[src/sv/mctm_pkg.sv]
`default_nettype none

package mctm_pkg;

    localparam int CLOCKS_PER_BEAT_DEF = 24;

    localparam int RATE_W     = 18;
    localparam int TIME_W     = 16;
    localparam int BYTE_W     = 8;
    localparam int CHAN_W     = 4;
    localparam int KIND_W     = 2;
    localparam int WORD_W     = 32;
    localparam int DIV_CNT_W  = 5;

    localparam int IN_TDATA_W  = 40;
    localparam int OUT_TDATA_W = 96;

    localparam logic [RATE_W-1:0] RATE_RESET  = RATE_W'(48000);
    localparam logic [WORD_W-1:0] TEMPO_RESET = WORD_W'(30720);
    localparam logic [WORD_W-1:0] TEMPO_SAT   = '1;

    localparam logic [BYTE_W-1:0] SB_SYS_MASK  = 8'hF0;
    localparam logic [BYTE_W-1:0] SB_CHAN_MASK = 8'h0F;
    localparam logic [BYTE_W-1:0] SB_CLOCK     = 8'hF8;
    localparam logic [BYTE_W-1:0] SB_START     = 8'hFA;
    localparam logic [BYTE_W-1:0] SB_STOP      = 8'hFC;

    localparam logic [KIND_W-1:0] KIND_TEMPO = 2'd0;
    localparam logic [KIND_W-1:0] KIND_CHAN  = 2'd1;
    localparam logic [KIND_W-1:0] KIND_SYS   = 2'd2;

    localparam logic MODE_EVENT  = 1'b0;
    localparam logic MODE_PERIOD = 1'b1;

    typedef struct packed {
        logic              start;
        logic [WORD_W-1:0] dividend;
        logic [WORD_W-1:0] divisor;
    } div_req_t;

    typedef struct packed {
        logic              done;
        logic [WORD_W-1:0] quotient;
    } div_rsp_t;

endpackage

`default_nettype wire

[src/sv/mctm_div.sv]
`default_nettype none

module mctm_div (
    input  wire logic               clk,
    input  wire logic               rst_n,
    input  wire mctm_pkg::div_req_t req,
    output mctm_pkg::div_rsp_t      rsp
);
    import mctm_pkg::*;

    localparam logic [DIV_CNT_W-1:0] CNT_LAST = DIV_CNT_W'(WORD_W - 1);

    logic                 busy_reg;
    logic                 done_reg;
    logic [DIV_CNT_W-1:0] cnt_reg;
    logic [WORD_W-1:0]    rem_reg;
    logic [WORD_W-1:0]    quo_reg;
    logic [WORD_W-1:0]    den_reg;

    logic [WORD_W:0]   rem_sh;
    logic [WORD_W+1:0] diff;
    logic              fits;

    always_comb
    begin
        rem_sh = {rem_reg, quo_reg[WORD_W-1]};
        diff   = {1'b0, rem_sh} - {2'b00, den_reg};
        fits   = ~diff[WORD_W+1];
    end

    always_ff @(posedge clk or negedge rst_n)
    begin
        if (!rst_n)
        begin
            busy_reg <= 1'b0;
            done_reg <= 1'b0;
            cnt_reg  <= '0;
        end
        else
        begin
            done_reg <= !req.start && busy_reg && (cnt_reg == CNT_LAST);
            if (req.start)
            begin
                busy_reg <= 1'b1;
                cnt_reg  <= '0;
            end
            else if (busy_reg)
            begin
                cnt_reg <= cnt_reg + 1'b1;
                if (cnt_reg == CNT_LAST)
                begin
                    busy_reg <= 1'b0;
                end
            end
        end
    end

    // one restoring step per cycle
    always_ff @(posedge clk)
    begin
        if (req.start)
        begin
            rem_reg <= '0;
            quo_reg <= req.dividend;
            den_reg <= req.divisor;
        end
        else if (busy_reg)
        begin
            rem_reg <= fits ? diff[WORD_W-1:0] : rem_sh[WORD_W-1:0];
            quo_reg <= {quo_reg[WORD_W-2:0], fits};
        end
    end

    assign rsp.done     = done_reg;
    assign rsp.quotient = quo_reg;

endmodule

`default_nettype wire

[src/sv/midi_clock_tempo_meter_unit.sv]
// MIDI clock tempo meter; CLOCKS_PER_BEAT (default CLOCKS_PER_BEAT_DEF) sets the beat.
// Input stream: s_tuser carries the mode (0 MIDI status event, 1 end of
// audio period); s_tdata carries status byte, frame time and period length.
// Output stream: m_tuser carries the report kind (tempo, channel, system);
// m_tdata carries type, channel, event time, tempo (Q.8 BPM), beat sum and
// the zero-sum flag. The sample rate is written through cfg_we/cfg_wdata.
// One word is taken at a time; s_tready is high only while idle.
// Period marks, Start and Stop are handled while idle; a clock that does
// not close a beat passes the clock state back to idle. Channel and system
// reports pass to the put state, which loads the output register once free.
// A clock that closes a beat passes an accumulate step, then the 32-step
// restoring divider: 60 * 256 * sample_rate / sum, one quotient bit per
// cycle; a zero sum skips it and saturates the tempo. Beat intervals are
// accumulated as they arrive, so no pass over the stored intervals is needed
// when the beat closes. Reset clears the sequencer, the beat counter and the
// reference time, sets the tempo to 120 BPM and the sample rate to 48000.
// A report waits in the output register until m_tready; while it waits the
// block still takes words, and waits on the output only for a second report.
`default_nettype none

module midi_clock_tempo_meter_unit #(
    parameter int CLOCKS_PER_BEAT = mctm_pkg::CLOCKS_PER_BEAT_DEF
) (
    input  wire logic                               clk,
    input  wire logic                               rst_n,
    input  wire logic                               s_tvalid,
    output logic                                    s_tready,
    // status_byte[7:0], frame_time[23:8], period_frames[39:24]
    input  wire logic [mctm_pkg::IN_TDATA_W-1:0]    s_tdata,
    // mode[0]
    input  wire logic                               s_tuser,
    output logic                                    m_tvalid,
    input  wire logic                               m_tready,
    // message_type[7:0], channel[11:8], event_time[27:12], tempo_q8[59:28],
    // interval_sum[91:60], zero_sum[92], zero fill[95:93]
    output logic [mctm_pkg::OUT_TDATA_W-1:0]        m_tdata,
    // report_kind[1:0]
    output logic [mctm_pkg::KIND_W-1:0]             m_tuser,
    input  wire logic                               cfg_we,
    input  wire logic [mctm_pkg::RATE_W-1:0]        cfg_wdata
);
    import mctm_pkg::*;

    localparam int SLOT_W = $clog2(CLOCKS_PER_BEAT + 1);
    localparam logic [SLOT_W-1:0] LAST_SLOT = SLOT_W'(CLOCKS_PER_BEAT - 1);

    localparam logic [1:0] ST_IDLE = 2'd0;
    localparam logic [1:0] ST_CLK  = 2'd1;
    localparam logic [1:0] ST_DIV  = 2'd2;
    localparam logic [1:0] ST_PUT  = 2'd3;

    logic [1:0]          state_reg;
    logic [RATE_W-1:0]   sample_rate_reg;
    logic [TIME_W-1:0]   last_clock_reg;
    logic                clock_seen_reg;
    logic [WORD_W-1:0]   carry_reg;
    logic                running_reg;
    logic [SLOT_W-1:0]   slot_reg;
    logic [WORD_W-1:0]   acc_reg;
    logic [WORD_W-1:0]   tempo_held_reg;
    logic                m_tvalid_reg;

    logic [TIME_W-1:0]   t_reg;
    logic [WORD_W-1:0]   iv_reg;
    logic [KIND_W-1:0]   kind_reg;
    logic [BYTE_W-1:0]   type_reg;
    logic [CHAN_W-1:0]   chan_reg;
    logic [WORD_W-1:0]   sum_reg;
    logic                zero_reg;
    logic [OUT_TDATA_W-1:0] m_tdata_reg;
    logic [KIND_W-1:0]   m_tuser_reg;

    logic                in_take;
    logic                in_mode;
    logic [BYTE_W-1:0]   in_sb;
    logic [TIME_W-1:0]   in_t;
    logic [TIME_W-1:0]   in_pf;
    logic                in_sys;
    logic [WORD_W-1:0]   iv_calc;
    logic [WORD_W-1:0]   sum_calc;
    logic                sum_zero;
    logic                last_slot;
    logic                out_load;
    div_req_t            div_req;
    div_rsp_t            div_rsp;

    always_comb
    begin
        in_take   = s_tvalid && s_tready;
        in_mode   = s_tuser;
        in_sb     = s_tdata[7:0];
        in_t      = s_tdata[23:8];
        in_pf     = s_tdata[39:24];
        in_sys    = (in_sb & SB_SYS_MASK) == SB_SYS_MASK;
        iv_calc   = {16'd0, in_t} - {16'd0, last_clock_reg}
                    + (clock_seen_reg ? '0 : carry_reg);
        sum_calc  = acc_reg + iv_reg;
        sum_zero  = sum_calc == '0;
        last_slot = slot_reg == LAST_SLOT;
        out_load  = (state_reg == ST_PUT) && (!m_tvalid_reg || m_tready);

        div_req.start    = (state_reg == ST_CLK) && last_slot && !sum_zero;
        div_req.dividend = {sample_rate_reg, 14'd0} - {4'd0, sample_rate_reg, 10'd0};
        div_req.divisor  = sum_calc;
    end

    mctm_div u_div (
        .clk   (clk),
        .rst_n (rst_n),
        .req   (div_req),
        .rsp   (div_rsp)
    );

    always_ff @(posedge clk or negedge rst_n)
    begin
        if (!rst_n)
        begin
            state_reg       <= ST_IDLE;
            sample_rate_reg <= RATE_RESET;
            last_clock_reg  <= '0;
            clock_seen_reg  <= 1'b0;
            carry_reg       <= '0;
            running_reg     <= 1'b0;
            slot_reg        <= '0;
            acc_reg         <= '0;
            tempo_held_reg  <= TEMPO_RESET;
            m_tvalid_reg    <= 1'b0;
        end
        else
        begin
            if (cfg_we)
            begin
                sample_rate_reg <= cfg_wdata;
            end
            if (out_load)
            begin
                m_tvalid_reg <= 1'b1;
            end
            else if (m_tready)
            begin
                m_tvalid_reg <= 1'b0;
            end
            unique case (state_reg)
                ST_IDLE:
                begin
                    if (in_take)
                    begin
                        if (in_mode == MODE_PERIOD)
                        begin
                            if (running_reg)
                            begin
                                carry_reg <= clock_seen_reg ? {16'd0, in_pf}
                                                            : carry_reg + {16'd0, in_pf};
                            end
                            clock_seen_reg <= 1'b0;
                        end
                        else if (!in_sys)
                        begin
                            state_reg <= ST_PUT;
                        end
                        else
                        begin
                            unique case (in_sb)
                                SB_CLOCK:
                                begin
                                    clock_seen_reg <= 1'b1;
                                    last_clock_reg <= in_t;
                                    state_reg      <= ST_CLK;
                                end
                                SB_START:
                                begin
                                    running_reg    <= 1'b1;
                                    clock_seen_reg <= 1'b1;
                                    slot_reg       <= '0;
                                    acc_reg        <= '0;
                                    last_clock_reg <= in_t;
                                end
                                SB_STOP:
                                begin
                                    running_reg <= 1'b0;
                                end
                                default:
                                begin
                                    state_reg <= ST_PUT;
                                end
                            endcase
                        end
                    end
                end
                ST_CLK:
                begin
                    if (last_slot)
                    begin
                        slot_reg <= '0;
                        acc_reg  <= '0;
                        if (sum_zero)
                        begin
                            tempo_held_reg <= TEMPO_SAT;
                            state_reg      <= ST_PUT;
                        end
                        else
                        begin
                            state_reg <= ST_DIV;
                        end
                    end
                    else
                    begin
                        acc_reg   <= sum_calc;
                        slot_reg  <= slot_reg + 1'b1;
                        state_reg <= ST_IDLE;
                    end
                end
                ST_DIV:
                begin
                    if (div_rsp.done)
                    begin
                        tempo_held_reg <= div_rsp.quotient;
                        state_reg      <= ST_PUT;
                    end
                end
                ST_PUT:
                begin
                    if (out_load)
                    begin
                        state_reg <= ST_IDLE;
                    end
                end
                default:
                begin
                    state_reg <= ST_IDLE;
                end
            endcase
        end
    end

    always_ff @(posedge clk)
    begin
        if ((state_reg == ST_IDLE) && in_take && (in_mode == MODE_EVENT))
        begin
            t_reg    <= in_t;
            iv_reg   <= iv_calc;
            sum_reg  <= '0;
            zero_reg <= 1'b0;
            if (!in_sys)
            begin
                kind_reg <= KIND_CHAN;
                type_reg <= in_sb & SB_SYS_MASK;
                chan_reg <= CHAN_W'(in_sb & SB_CHAN_MASK);
            end
            else
            begin
                kind_reg <= KIND_SYS;
                type_reg <= in_sb;
                chan_reg <= '0;
            end
        end
        if ((state_reg == ST_CLK) && last_slot)
        begin
            kind_reg <= KIND_TEMPO;
            type_reg <= SB_CLOCK;
            chan_reg <= '0;
            sum_reg  <= sum_calc;
            zero_reg <= sum_zero;
        end
        if (out_load)
        begin
            m_tdata_reg <= {3'd0, zero_reg, sum_reg, tempo_held_reg, t_reg,
                            chan_reg, type_reg};
            m_tuser_reg <= kind_reg;
        end
    end

    assign s_tready = state_reg == ST_IDLE;
    assign m_tvalid = m_tvalid_reg;
    assign m_tdata  = m_tdata_reg;
    assign m_tuser  = m_tuser_reg;

endmodule

`default_nettype wire

[config.mk]
export PLATFORM = sky130hd
export DESIGN_NAME = midi_clock_tempo_meter_unit
export DESIGN_NICKNAME = d
export VERILOG_FILES = /design/src/sv/mctm_pkg.sv /design/src/sv/mctm_div.sv /design/src/sv/midi_clock_tempo_meter_unit.sv
export SDC_FILE = /design/constraint.sdc
export NUM_CORES = 1
export LEC_CHECK = 0
export BUFFER_PORTS_ARGS = -buffer_cell sky130_fd_sc_hd__buf_2
export CORE_MARGIN = 2
export CORE_UTILIZATION = 45
export CTS_CLUSTER_SIZE = 14
export DETAILED_ROUTE_END_ITERATION = 8
export GPL_ROUTABILITY_DRIVEN = 1
export PLACE_DENSITY = 0.71
export REMOVE_ABC_BUFFERS = 1
export SLEW_MARGIN = 15
export SYNTH_ARGS = -nofsm -noshare
export SYNTH_HDL_FRONTEND = slang
export SYNTH_SLANG_ARGS = --single-unit
[constraint.sdc]
create_clock -name clk -period 5.4 [get_ports clk]
set_clock_uncertainty 0.2 [all_clocks]
set_input_delay 0 -clock clk [delete_from_list [all_inputs] [get_ports clk]]
set_output_delay 0 -clock clk [all_outputs]
set_load 0.05 [all_outputs]
; ---- After elaboration in Yosys (flattened, before gate mapping)
; Index checks and enable logic that the tools add are counted.
[op_classes]
addsub = 8
mul = 0
n_div = 0
order_cmp = 0
n_eq_ne = 18
shifts = 0
mux = 48
n_bitwise = 2
n_reduce_logical = 31
[ops]
columns = operator, count
row1 = $mux 32, 15
row2 = $pmux 32 s2, 2
row3 = $add 32x32->32, 2
row4 = $mux 5, 7
row5 = $sub 33x32->34, 1
row6 = $add 32x16->32, 1
row7 = $logic_not 32->1, 1
row8 = $sub 32x28->32, 1
row9 = $eq 8x8->1 const B, 3
row10 = $reduce_and 5->1, 4
row11 = $sub 16x16->17, 1
row12 = $reduce_bool 2->1, 8
row13 = $mux 2, 7
row14 = $reduce_and 4->1, 3
row15 = $mux 1, 11
row16 = $add 5x1->5 const B, 2
row17 = $eq 5x5->1 const B, 2
row18 = $pmux 5 s2, 1
row19 = $logic_and 1x1->1, 8
row20 = $mux 4, 2
row21 = $ne 2x1->1 const B, 4
row22 = $ne 2x2->1 const B, 4
row23 = $pmux 2 s4, 1
row24 = $eq 2x2->1 const B, 2
row25 = other kinds (10), 14
[word_totals]
ff_bits = 433
latchBits = 0
ram_bits = 0
romBits = 0
inputBits = 64
out_inout_bits = 100
elab_cells = 132
n_memories = 0

; ---- Logic depth before layout (Yosys ltp)
[logic_depth]
depth_word = 7
mapped_depth = 25
depth_no_buf = 25

; ---- Cells and area by module
; A second synthesis with hierarchy kept.
[unflattened]
cells_unflattened = 2153
hier_area_um2 = 23294.8
[modules_own_cells]
columns = mod, instances, cells_per_inst, area_per_inst_um2, seq_area_each_um2
row1 = midi_clock_tempo_meter_unit, 1, 1567, 17280.3, 9082.5
row2 = mctm_div, 1, 586, 6014.5, 2737.6

; ---- Worst setup path before layout
; No wires, ideal clock.
[synth_timing]
path_type = flip-flop to flip-flop
start = register m_tvalid_reg, in the netlist m_tvalid
end = register m_tdata_reg[0], in the netlist m_tdata[0], enable pin
setup_ns = 0.551
t_arrival_ns = 4.775
t_required_ns = 4.649
setup_slack_ns = -0.126
path_stages_with_launch = 3
path_buffers = 0
synth_period_minus_slack_ns = 5.526
path_cell_list = dfrtp_1 nor2b_1 nor2_1
[synth_via]
elab_chain_len = 3
[synth_rtl]
columns = element, line
row1 = start: declaration, midi_clock_tempo_meter_unit.sv:61  ; logic m_tvalid_reg;
row2 = start signal: assignment, midi_clock_tempo_meter_unit.sv:127  ; m_tvalid_reg <= 1'b0;
row3 = start signal: assignment, midi_clock_tempo_meter_unit.sv:137  ; m_tvalid_reg <= 1'b1;
row4 = start signal: assignment, midi_clock_tempo_meter_unit.sv:141  ; m_tvalid_reg <= 1'b0;
row5 = $logic_not 1->1, midi_clock_tempo_meter_unit.sv:100  ; out_load = (state_reg == ST_PUT) && (!m_tvalid_reg || m_tready);
row6 = $logic_or 1x1->1, midi_clock_tempo_meter_unit.sv:100
row7 = $logic_and 1x1->1, midi_clock_tempo_meter_unit.sv:100
row8 = net out_load, midi_clock_tempo_meter_unit.sv:83  ; logic out_load;
row9 = end signal: assignment, midi_clock_tempo_meter_unit.sv:267  ; m_tdata_reg <= {3'd0, zero_reg, sum_reg, tempo_held_reg, t_reg,
row10 = end: declaration, midi_clock_tempo_meter_unit.sv:70  ; logic [OUT_TDATA_W-1:0] m_tdata_reg;
; The timed path passes the listed nets, and every way through them passes these cells.
; A chain may end at the register's enable or synchronous reset.

; ---- Worst setup path after layout
[layout_timing]
start = register last_clock_reg[0]
end = register iv_reg[30], data pin
[layout_via]
elab_chain_len = 2
[layout_rtl]
columns = element, line
row1 = start: declaration, midi_clock_tempo_meter_unit.sv:54  ; logic [TIME_W-1:0] last_clock_reg;
row2 = start signal: assignment, midi_clock_tempo_meter_unit.sv:167  ; last_clock_reg <= in_t;
row3 = start signal: assignment, midi_clock_tempo_meter_unit.sv:176  ; last_clock_reg <= in_t;
row4 = $sub 16x16->17, midi_clock_tempo_meter_unit.sv:95  ; iv_calc = {16'd0, in_t} - {16'd0, last_clock_reg}
row5 = $add 32x32->32, midi_clock_tempo_meter_unit.sv:96  ; + (clock_seen_reg ? '0 : carry_reg);
row6 = net iv_calc[30], midi_clock_tempo_meter_unit.sv:79  ; logic [WORD_W-1:0] iv_calc;
row7 = end signal: assignment, midi_clock_tempo_meter_unit.sv:241  ; iv_reg <= iv_calc;
row8 = end: declaration, midi_clock_tempo_meter_unit.sv:64  ; logic [WORD_W-1:0] iv_reg;
; The timed path passes the listed nets, and every way through them passes these cells.

==> results_dict.tcl <==
set metrics [dict create \
    antenna_left 0 \
    cts.sinks 433 \
    regToRegStartpoint "last_clock_reg[0]$_DFFE_PN0P_" \
    tightest_slew_ns 0.9009 \
    cts_tree "built" \
    leakage_nw 11.92 \
    fin_util 0.5501 \
    irDropWorstVdd_mv 0.3345 \
    critPathKind "flop to flop" \
    grt_pass1_wl_mm 88.16 \
    grt_start_max_net_pins 94 \
    grt_pass1_vias 17640 \
    drt_iter0_markers 1364 \
    ys_top_cells_by_area "edfxtp_1 31%, dfrtp_1 15%, ha_1 7.9%, dfxtp_1 4.0%, xnor2_1 3.5%" \
    regArea_um2 11820 \
    dieArea_um2 52810 \
    synth_area_leader_cell "edfxtp_1" \
    r2r-end "iv_reg[30]$_DFFE_PP_" \
    holdPathEnd "last_clock_reg[10]$_DFFE_PN0P_" \
    gp_congestion 0.8717 \
    start_util 0.4564 \
    switching_share 0.4020 \
    setup_viol 0 \
    pin_count 164 \
    cts-buffers-inserted 47 \
    synthDistinctLibCells 78 \
    rows 82 \
    start_kind "flop" \
    post_drt_wl_per_cell_um 16.96 \
    pwr-share-clk 0.218 \
    antenna_found_initial 1 \
    finalCritPeriodShare 0.9250 \
    power-per-cell-area_nw_per_um2 553.1 \
    synth.avg_cell_area_um2 10.53 \
    seq_power_share 0.326 \
    async_flop_share 0.3395 \
    drive_above_1_share 0.1303 \
    drv_slew 0 \
    dp_cells 2959 \
    nets 2699 \
    portBuffers 160 \
    postSynthCellCount 2180 \
    internal-power_mw 9.147 \
    grt_setup_unrepaired "no" \
    final_area_um2 27650 \
    syn_to_final_growth_pct 20.51 \
    drv_cap 0 \
    combPwrFrac 0.456 \
    critPathMaxFanout 15 \
    remaining_drc_errors 0 \
    die_w_um 229.8 \
    required_ns 5.53 \
    core-area_um2 50270 \
    yosys_most_used_dff "edfxtp_1" \
    wirelength_mm 54.22 \
    clkSlewWorstSetupHoldPaths_ns 0.06 \
    viasPerCell 5.476 \
    status "completed" \
    max_freq_mhz 200.2 \
    multi_input_area_um2 10380 \
    yosysTopAreaCellShare 0.3141 \
    hpwl_mm 36.08 \
    dr.pass1.iters 5 \
    via_count 17510 \
    relSlewSlack 0.3994 \
    yosysSeqAreaShare 0.5151 \
    holdPathStages 4 \
    synth_area_um2 22950 \
    ctsLongestPathBuffers 3 \
    min_path_type "input port to flop" \
    grt_overflow 0 \
    period_minus_slack_ns 4.995 \
    groute.usage.overall 0.2036 \
    layoutNonFillerInstCount 3197 \
    fp.dieH_um 229.8 \
    cp.arrival_ns 5.13 \
    htreeDepth 2 \
    rrSetupSlack_ns 0.40 \
    synth_enable_flop_cells 240 \
    hold_ws_ns 0.03245 \
    root_buffer "clkbuf_16" \
    dpl_cell_area_um2 24480 \
    fillers 4203 \
    hp-start "s_tdata[18]" \
    r2r.worst_path.cells 24 \
    largest_reg_flops 93 \
    clkLatencyLatePin_ns 0.58 \
    switchingPower_mw 6.148 \
    finalHoldViolCount 0 \
    synth_seq_cells 433 \
    yosysWarnings 0 \
    end_kind "flop" \
]
-- metrics by stage --
step / worst slack [ns] / TNS, ns / total power [mW]
2_1_floorplan: -0.9702 / -50.07 / 10.10
3_5_place_dp: -0.01378 / -0.01378 / 11.74
5_1_grt: 0.02643 / 0 / 16.30
4_1_cts: 0.1275 / 0 / 15.26
3_3_place_gp: 0.1647 / 0 / 11.54
6_report: 0.4049 / 0 / 15.30
-- kinds of logic (layout without fill, tap and decap cells) --
logic type      after synthesis  after routing  share of synthesized area
simple gates                671            671                     0.1407
compound gates              545            545                     0.1531
flops                       433            433                     0.5151
buf+inv                     208            550                    0.03561
fa+ha+maj                   150            150                    0.08342
xor+xnor                    134            134                    0.05114
mux                          38             38                    0.02083
other cells                   1              4                  0.0001634
-- worst max-delay path by stage --
stage	startpoint	endpoint	slack, ns	cells past startpoint
2_1_floorplan	u_div.den_reg[1]$_DFFE_PN_	u_div.rem_reg[19]$_SDFFE_PN0P_	-0.97	13
5_1_grt	last_clock_reg[1]$_DFFE_PN0P_	iv_reg[30]$_DFFE_PP_	0.03	24
3_3_place_gp	last_clock_reg[1]$_DFFE_PN0P_	iv_reg[29]$_DFFE_PP_	0.16	23
4_1_cts	last_clock_reg[1]$_DFFE_PN0P_	iv_reg[29]$_DFFE_PP_	0.13	23
3_5_place_dp	last_clock_reg[1]$_DFFE_PN0P_	iv_reg[29]$_DFFE_PP_	-0.01	23
6_report	last_clock_reg[0]$_DFFE_PN0P_	iv_reg[30]$_DFFE_PP_	0.40	24
-- what timing repair did --
| action | 4_1_cts | 5_1_grt |
|---|---|---|
| buffers inserted | 0 | 1 |
| hold buffers | 148 | 0 |
| setup endpoints to repair | 1 | 9 |
| resized for setup | 1 | 11 |
| hold endpoints to repair | 181 | 0 |
| pin swaps | 0 | 1 |
-- synth_stat cells (26+ instances only) --
library cell    n
edfxtp_1      240
nand2_1       194
nor2_1        170
ha_1          145
a21oi_1       143
dfrtp_1       136
o21ai_0       131
inv_1         126
xnor2_1        92
nand3_1        64
clkbuf_1       62
nor2b_1        59
a21o_1         54
dfxtp_1        46
xor2_1         42
a211oi_1       41
nor3_1         41
and2_1         30
a22o_1         27
o21a_1         26
-- worst max-delay path: stages (launching register included) --
cell	delay, ns
dfrtp_1	0.40
ha_1	0.20
fa_1	0.41
nor2b_1	0.13
o21ai_0	0.09
nand2b_1	0.12
a21o_1	0.12
a21o_1	0.14
a21oi_1	0.11
o2111ai_1	0.22
o211ai_1	0.16
o21a_1	0.23
o21a_1	0.21
buf_4	0.20
ha_1	0.40
a21oi_1	0.18
nor2b_1	0.07
o21ai_0	0.19
nand2b_1	0.08
a21oi_1	0.14
nor2b_1	0.06
a211oi_2	0.28
o21ai_0	0.13
a21oi_1	0.19
xnor2_1	0.08
-- area by class of cell --
cell class,instances,share of cell area
multi-input cells,1541,0.3753
flip-flops and latches,433,0.4275
clock buffers,61,0.04778
clock inverters,27,0.01086
diodes,1,0.00009049
inverters,126,0.01710
repair buffers,336,0.09099
well taps,672,0.03040
-- layer usage --
layer,track usage,wire length (um),vias up
met1,0.2553,23450,8420
met2,0.3491,26210,462
met3,0.02765,2170,147
met5,0,0,-
met4,0.09476,2394,0
li1,-,-,8478
-- power by group through the flow --
| stage | Clock (mW) | Sequential, mW | Combinational, mW |
|---|---|---|---|
| after detailed placement | 0 | 5.03 | 6.71 |
| after global placement | 0 | 5.00 | 6.54 |
| after CTS | 3.41 | 4.97 | 6.88 |
| after floorplan | 0 | 5.70 | 4.39 |
| after global routing | 3.54 | 5.07 | 7.69 |
| final | 3.34 | 4.98 | 6.98 |
-- cells in the final DEF, fill, tap and decap left out, types with 30 or more instances in the layout --
| cell | count |
|---|---|
| xnor2_1 | 92 |
| nor3_1 | 38 |
| edfxtp_1 | 240 |
| dfxtp_1 | 46 |
| xor2_1 | 42 |
| buf_2 | 159 |
| a21o_1 | 54 |
| a211oi_1 | 40 |
| nor2b_1 | 59 |
| ha_1 | 145 |
| nand3_1 | 64 |
| o21ai_0 | 130 |
| and2_1 | 30 |
| clkbuf_16 | 49 |
| a21oi_1 | 142 |
| inv_1 | 125 |
| nor2_1 | 168 |
| nand2_1 | 194 |
| dfrtp_1 | 134 |
| dlygate4sd3_1 | 147 |
No activity file was read; power rests on OpenSTA's default activity.
